### src/assert_macros.svh
// assertion macros shared by the ring buffer rtl
// expects clk_i and rst_ni in the including scope
`ifndef ASSERT_MACROS_SVH
`define ASSERT_MACROS_SVH

// plain property, checked on every clock edge out of reset
`define OBRB_ASSERT(lbl, prop, msg) \
  lbl: assert property (@(posedge clk_i) disable iff (!rst_ni) (prop)) \
    else $error(msg);

// same-cycle implication
`define OBRB_ASSERT_IMP(lbl, ante, cons, msg) \
  `OBRB_ASSERT(lbl, (ante) |-> (cons), msg)

// next-cycle implication
`define OBRB_ASSERT_NXT(lbl, ante, cons, msg) \
  `OBRB_ASSERT(lbl, (ante) |=> (cons), msg)

`endif

### src/obrb_pkg.sv
// package for the overwriting byte ring buffer
// field widths, opcodes, status codes and parameter defaults; no dependencies
package obrb_pkg;

  localparam int CAP_W  = 9;
  localparam int AMT_W  = 9;
  localparam int OFF_W  = 8;
  localparam int DATA_W = 64;
  localparam int OP_W   = 3;
  localparam int ST_W   = 2;

  localparam int DEPTH_DEF      = 256;
  localparam int MAX_ACCESS_DEF = 8;

  localparam logic [OP_W-1:0] OP_WRITE  = 3'd0;
  localparam logic [OP_W-1:0] OP_READ   = 3'd1;
  localparam logic [OP_W-1:0] OP_PEEK   = 3'd2;
  localparam logic [OP_W-1:0] OP_ERASE  = 3'd3;
  localparam logic [OP_W-1:0] OP_REWIND = 3'd4;
  localparam logic [OP_W-1:0] OP_CLEAR  = 3'd5;

  localparam logic [ST_W-1:0] ST_OK    = 2'd0;
  localparam logic [ST_W-1:0] ST_SHORT = 2'd1;
  localparam logic [ST_W-1:0] ST_RANGE = 2'd2;

endpackage

### src/obrb_ram.sv
// generic single-port ram with registered read data
// no package dependencies
module obrb_ram #(
  parameter int WIDTH = 8,
  parameter int DEPTH = 256
) (
  input  logic                     clk_i,
  input  logic                     we_i,
  input  logic [$clog2(DEPTH)-1:0] addr_i,
  input  logic [WIDTH-1:0]         wdata_i,
  output logic [WIDTH-1:0]         rdata_o
);

  logic [WIDTH-1:0] mem_q [DEPTH];
  logic [WIDTH-1:0] rdata_q;

  always_ff @(posedge clk_i) begin
    if (we_i) begin
      mem_q[addr_i] <= wdata_i;
    end
    rdata_q <= mem_q[addr_i];
  end

  assign rdata_o = rdata_q;

endmodule

### src/obrb_wrap.sv
// shared modular adder: (a + b) mod cap, valid while a + b < 2 * cap
// no package dependencies
module obrb_wrap #(
  parameter int W = 10
) (
  input  logic [W-1:0] a_i,
  input  logic [W-1:0] b_i,
  input  logic [W-1:0] cap_i,
  output logic [W-1:0] sum_o
);

  logic [W:0] raw;

  always_comb begin
    raw = {1'b0, a_i} + {1'b0, b_i};
    if (raw >= {1'b0, cap_i}) begin
      raw = raw - {1'b0, cap_i};
    end
    sum_o = raw[W-1:0];
  end

endmodule

### src/overwriting_byte_ring_buffer.sv
// top level of the overwriting byte ring buffer: sequencer, pointers, result registers
// depends on obrb_pkg, obrb_ram, obrb_wrap and assert_macros.svh
//
//  channel   direction  handshake                  payload
//  command   in         start / busy               opcode, amount, peek_offset, big_endian, value
//  result    out        done_o strobe, no stall    read_data, status, used_bytes, flags
//  config    in         cfg_valid_i / cfg_ready_o  capacity
//
// a command is taken when start is high and busy is low; busy stays high until its result
// a write runs check, a write state per byte and done; a read or peek check, a read state per byte,
// drain and done; other commands check and done; one byte per cycle through the single store port
// and the one wrap adder; the result strobe lasts one cycle and the receiver cannot hold it off
// reset leaves capacity at the store depth and the buffer empty; the store itself is not cleared
// a capacity write also empties the buffer and is only taken while busy is low
`include "assert_macros.svh"

module overwriting_byte_ring_buffer #(
  parameter int DEPTH            = obrb_pkg::DEPTH_DEF,
  parameter int MAX_ACCESS_BYTES = obrb_pkg::MAX_ACCESS_DEF
) (
  input  logic                        clk_i,
  input  logic                        rst_ni,
  // command
  input  logic                        start,
  output logic                        busy,
  input  logic [obrb_pkg::OP_W-1:0]   opcode_i,
  input  logic [obrb_pkg::AMT_W-1:0]  amount_i,
  input  logic [obrb_pkg::OFF_W-1:0]  peek_offset_i,
  input  logic                        big_endian_i,
  input  logic [obrb_pkg::DATA_W-1:0] value_i,
  // result
  output logic                        done_o,
  output logic [obrb_pkg::DATA_W-1:0] read_data_o,
  output logic [obrb_pkg::ST_W-1:0]   status_o,
  output logic [obrb_pkg::CAP_W-1:0]  used_bytes_o,
  output logic                        is_full_o,
  output logic                        is_empty_o,
  output logic                        overwrote_o,
  // configuration
  input  logic                        cfg_valid_i,
  output logic                        cfg_ready_o,
  input  logic [obrb_pkg::CAP_W-1:0]  cfg_data_i
);

  import obrb_pkg::*;

  // pointer width, and a working width that holds capacity, pointers and their sums
  localparam int PW    = $clog2(DEPTH);
  localparam int CW    = (PW > CAP_W) ? PW : CAP_W;
  localparam int WW    = CW + 1;
  localparam int IDX_W = (MAX_ACCESS_BYTES > 1) ? $clog2(MAX_ACCESS_BYTES) : 1;

  localparam logic [WW-1:0]    DepthW = WW'(DEPTH);
  localparam logic [AMT_W-1:0] MaxAmt = AMT_W'(MAX_ACCESS_BYTES);

  // sequencer states
  localparam logic [2:0] S_IDLE  = 3'd0;
  localparam logic [2:0] S_CHECK = 3'd1;
  localparam logic [2:0] S_WR    = 3'd2;
  localparam logic [2:0] S_RD    = 3'd3;
  localparam logic [2:0] S_DRAIN = 3'd4;
  localparam logic [2:0] S_DONE  = 3'd5;

  logic [2:0]       state_q, state_d;
  logic [CAP_W-1:0] cap_q, cap_d;
  logic [CAP_W-1:0] free_q, free_d;
  logic [PW-1:0]    rp_q, rp_d;
  logic [PW-1:0]    wp_q, wp_d;
  logic [PW-1:0]    addr_q, addr_d;
  logic [IDX_W-1:0] cnt_q, cnt_d;
  logic [ST_W-1:0]  status_q, status_d;
  logic             over_q, over_d;
  logic             rd_pend_q, rd_pend_d;
  logic [IDX_W-1:0] rd_sel_q;

  // command payload, held for the whole command
  logic [OP_W-1:0]   op_q;
  logic [AMT_W-1:0]  amt_q;
  logic [OFF_W-1:0]  off_q;
  logic              big_q;
  logic [DATA_W-1:0] val_q;
  logic [DATA_W-1:0] data_q;

  logic              take_cmd;
  logic              take_cfg;
  logic [CAP_W-1:0]  cap_clamp;
  logic [CAP_W-1:0]  used;
  logic [CAP_W:0]    need;
  logic              amt_bad;
  logic [IDX_W-1:0]  sel;
  logic              last_byte;

  // shared wrap adder
  logic [WW-1:0] wa, wb, wsum;

  // store port
  logic          ram_we;
  logic [7:0]    ram_rdata;

  assign busy        = (state_q != S_IDLE);
  assign cfg_ready_o = !busy;
  assign take_cmd    = start && !busy;
  assign take_cfg    = cfg_valid_i && cfg_ready_o;

  // capacity 0 acts as 1, anything above the store depth as the depth
  always_comb begin
    if (cfg_data_i == '0) begin
      cap_clamp = CAP_W'(1);
    end else if (WW'(cfg_data_i) > DepthW) begin
      cap_clamp = DepthW[CAP_W-1:0];
    end else begin
      cap_clamp = cfg_data_i;
    end
  end

  assign used    = cap_q - free_q;
  assign amt_bad = (amt_q == '0) || (amt_q > MaxAmt);
  // a read starts at the oldest byte, a peek further in
  assign need    = {1'b0, amt_q} + ((op_q == OP_PEEK) ? (CAP_W+1)'(off_q) : '0);

  // byte lane of the current step, first stored byte is the msb lane when big endian
  assign sel       = big_q ? (amt_q[IDX_W-1:0] - IDX_W'(1) - cnt_q) : cnt_q;
  assign last_byte = (cnt_q == amt_q[IDX_W-1:0] - IDX_W'(1));

  obrb_wrap #(.W(WW)) u_wrap (
    .a_i   (wa),
    .b_i   (wb),
    .cap_i (WW'(cap_q)),
    .sum_o (wsum)
  );

  assign ram_we = (state_q == S_WR);

  obrb_ram #(.WIDTH(8), .DEPTH(DEPTH)) u_store (
    .clk_i   (clk_i),
    .we_i    (ram_we),
    .addr_i  (addr_q),
    .wdata_i (val_q[8*sel +: 8]),
    .rdata_o (ram_rdata)
  );

  // wrap adder operand selection
  always_comb begin
    wa = WW'(addr_q);
    wb = WW'(1);
    if (state_q == S_CHECK) begin
      case (op_q)
        OP_WRITE: begin
          // bytes to drop from the old end when the write does not fit
          wa = WW'(rp_q);
          wb = WW'(amt_q) - WW'(free_q);
        end
        OP_PEEK: begin
          wa = WW'(rp_q);
          wb = WW'(off_q);
        end
        OP_ERASE: begin
          wa = WW'(rp_q);
          wb = WW'(amt_q);
        end
        OP_REWIND: begin
          wa = WW'(wp_q);
          wb = WW'(cap_q) - WW'(amt_q);
        end
        default: begin
          wa = WW'(rp_q);
          wb = '0;
        end
      endcase
    end
  end

  // sequencer
  always_comb begin
    state_d   = state_q;
    cap_d     = cap_q;
    free_d    = free_q;
    rp_d      = rp_q;
    wp_d      = wp_q;
    addr_d    = addr_q;
    cnt_d     = cnt_q;
    status_d  = status_q;
    over_d    = over_q;
    rd_pend_d = 1'b0;

    case (state_q)
      S_IDLE: begin
        if (take_cfg) begin
          cap_d  = cap_clamp;
          free_d = cap_clamp;
          rp_d   = '0;
          wp_d   = '0;
        end
        if (take_cmd) begin
          status_d = ST_OK;
          over_d   = 1'b0;
          cnt_d    = '0;
          state_d  = S_CHECK;
        end
      end

      S_CHECK: begin
        state_d = S_DONE;
        case (op_q)
          OP_WRITE: begin
            if (amt_bad || (amt_q > cap_q)) begin
              status_d = ST_RANGE;
            end else begin
              if (free_q < amt_q) begin
                rp_d   = PW'(wsum);
                free_d = amt_q;
                over_d = 1'b1;
              end
              addr_d  = wp_q;
              state_d = S_WR;
            end
          end
          OP_READ, OP_PEEK: begin
            if (amt_bad) begin
              status_d = ST_RANGE;
            end else if (need > {1'b0, used}) begin
              status_d = ST_SHORT;
            end else begin
              addr_d  = PW'(wsum);
              state_d = S_RD;
            end
          end
          OP_ERASE: begin
            if (amt_q > used) begin
              status_d = ST_SHORT;
            end else begin
              rp_d   = PW'(wsum);
              free_d = free_q + amt_q;
            end
          end
          OP_REWIND: begin
            if (amt_q > used) begin
              status_d = ST_SHORT;
            end else begin
              wp_d   = PW'(wsum);
              free_d = free_q + amt_q;
            end
          end
          OP_CLEAR: begin
            rp_d   = '0;
            wp_d   = '0;
            free_d = cap_q;
          end
          default: begin
            status_d = ST_RANGE;
          end
        endcase
      end

      S_WR: begin
        // one store byte per cycle, the address walks through the adder
        addr_d = PW'(wsum);
        cnt_d  = cnt_q + IDX_W'(1);
        if (last_byte) begin
          wp_d    = PW'(wsum);
          free_d  = free_q - amt_q;
          state_d = S_DONE;
        end
      end

      S_RD: begin
        rd_pend_d = 1'b1;
        addr_d    = PW'(wsum);
        cnt_d     = cnt_q + IDX_W'(1);
        if (last_byte) begin
          state_d = S_DRAIN;
        end
      end

      S_DRAIN: begin
        // last byte lands this cycle; addr_q now sits one past the run
        if (op_q == OP_READ) begin
          rp_d   = addr_q;
          free_d = free_q + amt_q;
        end
        state_d = S_DONE;
      end

      S_DONE: begin
        state_d = S_IDLE;
      end

      default: begin
        state_d = S_IDLE;
      end
    endcase
  end

  always_ff @(posedge clk_i or negedge rst_ni) begin
    if (!rst_ni) begin
      state_q   <= S_IDLE;
      cap_q     <= DepthW[CAP_W-1:0];
      free_q    <= DepthW[CAP_W-1:0];
      rp_q      <= '0;
      wp_q      <= '0;
      addr_q    <= '0;
      cnt_q     <= '0;
      status_q  <= ST_OK;
      over_q    <= 1'b0;
      rd_pend_q <= 1'b0;
    end else begin
      state_q   <= state_d;
      cap_q     <= cap_d;
      free_q    <= free_d;
      rp_q      <= rp_d;
      wp_q      <= wp_d;
      addr_q    <= addr_d;
      cnt_q     <= cnt_d;
      status_q  <= status_d;
      over_q    <= over_d;
      rd_pend_q <= rd_pend_d;
    end
  end

  // payload registers
  always_ff @(posedge clk_i) begin
    if (take_cmd) begin
      op_q   <= opcode_i;
      amt_q  <= amount_i;
      off_q  <= peek_offset_i;
      big_q  <= big_endian_i;
      val_q  <= value_i;
      data_q <= '0;
    end else if (rd_pend_q) begin
      data_q[8*rd_sel_q +: 8] <= ram_rdata;
    end
    if (state_q == S_RD) begin
      rd_sel_q <= sel;
    end
  end

  // result ports
  assign done_o       = (state_q == S_DONE);
  assign read_data_o  = data_q;
  assign status_o     = status_q;
  assign used_bytes_o = used;
  assign is_full_o    = (free_q == '0);
  assign is_empty_o   = (used == '0);
  assign overwrote_o  = over_q;

  `OBRB_ASSERT(a_free_le_cap, free_q <= cap_q, "free count above capacity")
  `OBRB_ASSERT(a_rp_in_range, WW'(rp_q) < WW'(cap_q), "read pointer beyond capacity")
  `OBRB_ASSERT_NXT(a_cmd_busy, take_cmd, busy && !done_o, "accepted command not busy")
  `OBRB_ASSERT_IMP(a_over_full, done_o && overwrote_o, is_full_o && (status_o == ST_OK),
                   "overwriting write did not leave buffer full")
  `OBRB_ASSERT_NXT(a_done_single, done_o, !done_o && !busy, "result strobe longer than a cycle")

endmodule
### config.mk
export PLATFORM = sky130hd
export DESIGN_NAME = overwriting_byte_ring_buffer
export DESIGN_NICKNAME = d
export VERILOG_FILES = /design/src/obrb_pkg.sv /design/src/obrb_ram.sv /design/src/obrb_wrap.sv /design/src/overwriting_byte_ring_buffer.sv
export VERILOG_INCLUDE_DIRS = /design/src /design/src/src
export SDC_FILE = /design/constraint.sdc
export NUM_CORES = 2
export LEC_CHECK = 0
export BUFFER_PORTS_ARGS = -buffer_cell sky130_fd_sc_hd__buf_2
export CORE_MARGIN = 2
export CORE_UTILIZATION = 54
export DETAILED_ROUTE_END_ITERATION = 8
export PLACE_DENSITY = 0.79
export SYNTH_ARGS = -nofsm -noshare
export SYNTH_HDL_FRONTEND = slang
export SYNTH_SLANG_ARGS = --single-unit
export TNS_END_PERCENT = 50
### constraint.sdc
create_clock -name clk_i -period 8.05 [get_ports clk_i]
set_clock_uncertainty 0.2 [all_clocks]
set_input_delay 0.805 -clock clk_i [delete_from_list [all_inputs] [get_ports clk_i]]
set_output_delay 0.805 -clock clk_i [all_outputs]
set_load 0.02 [all_outputs]
==> summary.txt <==
Status
  • Outcome: completed

Power
  • Max rail drop VDD: 0.000323 V
  • Leakage: 0.0323 µW
  • Cell area power density: 323 nW/µm²

Worst setup path
  • Arr. time, crit path: 6350 ps
  • Source of the worst register-to-register timing path: amt_q[1]$_DFFE_PP_
  • Critical Path Source Type: flip-flop
  • Master of the slowest instance on the critical path: sky130_fd_sc_hd__edfxtp_1
  • Cell count of the worst reg-to-reg path: 21
  • Longest individual stage delay on the worst path: 650 ps
  • Cells along the critical path: inv_1 > fa_1 > nand2_1 > nand2_1 > a211oi_1 > nor2_1 > a221oi_1 > a21oi_1 > ha_1 > o21a_1 > o31a_1 > o21a_1 > o21ai_0 > a21boi_0 > nor2_1 > xnor2_1 > ha_1 > a21o_1 > a311oi_4 > mux2_2 > a221o_1
  • End of the worst register-to-register path: addr_q[1]$_DFFE_PN0P_
  • Path type of the worst setup path: flip-flop to flip-flop
  • Highest net fanout along the worst path: 9
  • Reg2Reg Setup Slack: 2220 ps
  • Kind of end point of the critical path: flip-flop
  • Required time of the critical path: 8570 ps
  • Critical Path Start: amt_q[1]$_DFFE_PP_

Yosys
  • Leading area contributor after synthesis: sky130_fd_sc_hd__edfxtp_1
  • Top-area cell type share of the netlist area: 70.2%
  • Share of synthesized registers carrying an async set or reset: 2.30%
  • Area contributors post-synth: sky130_fd_sc_hd__edfxtp_1, sky130_fd_sc_hd__mux4_2, sky130_fd_sc_hd__dfxtp_1, sky130_fd_sc_hd__nor2_1, sky130_fd_sc_hd__dfrtp_1
  • Syn_area_per_cell: 19.7 µm²
  • Synth warnings: 0
  • Synth Cell Area: 91400 µm²
  • Net Count, Synth: 4852
  • Distinct cell type count after synthesis: 76
  • Number of synthesized flops with an enable pin: 2136
  • Flip-flop cell with the highest count after synthesis: sky130_fd_sc_hd__edfxtp_1
  • Synth Register Bits: 2260
  • Fraction of the yosys area taken by sequential cells: 73.2%
  • Gate Count Post-Synth: 4649

Placement
  • Placed cells: 6868
  • Number of buffers inserted by port buffering: 178
  • Final weighted congestion in routability-driven placement: 0.888
  • Detailed placer's ending HPWL: 139 mm

Routing
  • WL final: 238 mm
  • DRC violation total after the first TritonRoute iteration: 7089
  • Number of remaining DRC errors: 0
  • Total number of vias: 49.0k
  • WL per Instance: 32.4 µm
  • Remaining number of nets flagged by the antenna check after routing: 0
  • DR vias/cell: 6.66
  • DR pass1 iterations: 7

STA
  • Actual transition at the worst max-transition pin: 1270 ps
  • Setup Viol. Count Final: 0
  • Worst slew margin relative to its limit: 15.2%
  • Unrepaired setup endpoints after global routing: false
  • Count of final hold-check violations: 0
  • Clock period minus worst slack: 5830 ps
  • Count of final max-slew check failures: 0
  • Total negative slack for setup checks: 0 ps
  • Max Clock Freq: 172 MHz
  • Period Utilization, post-route: 72.4%

Floorplanning
  • I/O pins: 179
  • Die height: 415 µm
  • Effective utilization at floorplan: 54.2%
  • DIE WIDTH: 415 µm
  • Area of the placeable core: 169000 µm²
  • Row count: 151
  • Area of the die: 173000 µm²

Global route
  • First-pass GRT wire length: 345 mm
  • Initial antenna violation count: 13
  • Total Routing Usage GR: 27.6%
  • Global route total overflow: 0
  • Number of global-route vias before repair: 49.4k
  • Pin count of the biggest net entering global routing: 185

Finish
  • Count of placed standard cells in the final layout, fillers left out: 7353
  • Layout overhead on the synthesized area: 12.2%
  • Nets: 5150
  • Fraction of layout cells with a size suffix above 1: 24.9%
  • Commonest non-fill, non-tap cells in the layout: sky130_fd_sc_hd__edfxtp_1, sky130_fd_sc_hd__mux4_2, sky130_fd_sc_hd__nor2_1, sky130_fd_sc_hd__clkbuf_16, sky130_fd_sc_hd__nand2_1
  • Most common cell after layout, fill and taps aside: sky130_fd_sc_hd__edfxtp_1
  • Util after Layout: 60.8%

Clock network
  • Number of gates resized after CTS: 0
  • CTS tree: done
  • CTS Buf Count: 213
  • Clock root buffer: sky130_fd_sc_hd__clkbuf_16
  • Largest buffer count on any clock path: 3
  • Clk pin slew, worst setup/hold paths: 70 ps
  • Number of sinks driven by the clock tree: 2260
  • Level count of the clock H-tree: 4
  • Worst-Skew Late Latency: 840 ps

Hold path
  • Hold Crit Start: value_i[16]
  • Hold Crit Class: input port to flip-flop
  • Worst Hold Path Cells: 1
  • Hold endpoint: val_q[16]$_DFFE_PP_

Run
  • Max-cap violations: 0
## synthesized netlist by cell type (all sizes together), types with 8 or more instances
library cell / instances
ha: 96
xor2: 14
fa: 9
a31oi: 14
edfxtp: 2136
a22o: 8
xnor2: 33
and2: 18
and3: 27
nand2b: 20
clkbuf: 152
a211oi: 8
o21ai: 52
nor2: 351
nand4: 18
nor4: 11
nand2: 208
o21a: 10
mux2: 11
mux2i: 17
inv: 94
nor2b: 33
dfxtp: 72
nor3: 23
a221o: 12
o21bai: 16
dfrtp: 50
buf: 106
a221oi: 10
a21o: 24
a21oi: 145
o22ai: 9
nand3: 96
mux4: 660
## where the power goes
part / total, µW / switching, µW / leakage, µW / internal (µW)
Combinational: 7830 / 5210 / 0.00841 / 2620
Clock: 10000 / 4440 / 0.00342 / 5600
Sequential: 15300 / 366 / 0.0205 / 14900
Total: 33200 / 10000 / 0.0323 / 23200
## routing by layer
layer | global-route usage, % | vias up | wire [µm]
met5 | 0 | - | 108
met4 | 12.8 | 16 | 12400
met3 | 6.62 | 718 | 25000
met2 | 44.1 | 3400 | 116000
met1 | 36.1 | 25300 | 84800
li1 | - | 19500 | -
## critical path: cells and delay by family, from the launching register on
family,cells,cell delay [ps]
AO/OA/AOI/OAI,11,2480
adder cells (fa/ha/maj),3,1170
flip-flops,1,650
multiplexers,1,430
AND/OR/NAND/NOR,4,350
buffers and inverters,1,310
XOR/XNOR,1,130
## worst max path at each step
stage	endpoint	slack, ps	depth (start not counted)
6_report	addr_q[1]$_DFFE_PN0P_	2220	21
5_1_grt	addr_q[1]$_DFFE_PN0P_	1730	21
4_1_cts	addr_q[1]$_DFFE_PN0P_	2200	21
3_5_place_dp	addr_q[1]$_DFFE_PN0P_	2240	21
3_3_place_gp	rp_q[6]$_DFFE_PN0P_	2240	21
2_1_floorplan	u_store.mem_q[0][5]$_DFFE_PP_	1010	11
## area by class of cell
| type | instances | area [µm²] |
|---|---|---|
| Clock inverter | 121 | 1170 |
| Inverter | 97 | 367 |
| Multi-Input combinational cell | 2034 | 23100 |
| Clock buffer | 277 | 5820 |
| Timing Repair Buffer | 341 | 2470 |
| Antenna cell | 5 | 12.5 |
| Tap cell | 2218 | 2780 |
| Sequential cell | 2260 | 66900 |
| Fill cell | 11100 | 66100 |
## registers in the layout, indices dropped and copies added (netlist names)
signal and flops:
addr_q 8, amt_q 9, big_q 1, cap_q 9
cnt_q 3, free_q 9, off_q 8, op_q 3
overwrote_o 1, rd_pend_q 1, rd_sel_q 3, read_data_o 64
rp_q 8, state_q 3, status_o 2, u_store.mem_q 2048
u_store.rdata_o 8, val_q 64, wp_q 8
## what timing repair did
action                                 in CTS  in global routing
endpoints found under the hold margin     131                  0
buffers inserted                            0                  0
hold buffers                               82                  0
## stage by stage
stage | cell area (µm²) | power [µW] | hold WS [ps] | setup slack, ps
after CTS | 103000 | 33100 | 1.42 | 2200
after floorplan | 91400 | 20900 | 262 | 1010
after detailed placement | 94800 | 23200 | 244 | 2240
final | 103000 | 33200 | 30.1 | 2220
after global routing | 103000 | 34200 | 9.30 | 1730
after global placement | 94800 | 22900 | 236 | 2240
## cell families after synthesis
logic type | share of synthesized area, %
muxes | 16.6
DFF | 73.2
adders and majority gates | 1.52
buffers and inverters | 1.70
xor gates and xnor gates | 0.450
AOI/OAI and AO/OA | 2.66
and+or+nand+nor | 3.94
Note: power is estimated with default switching activity, not from simulation.
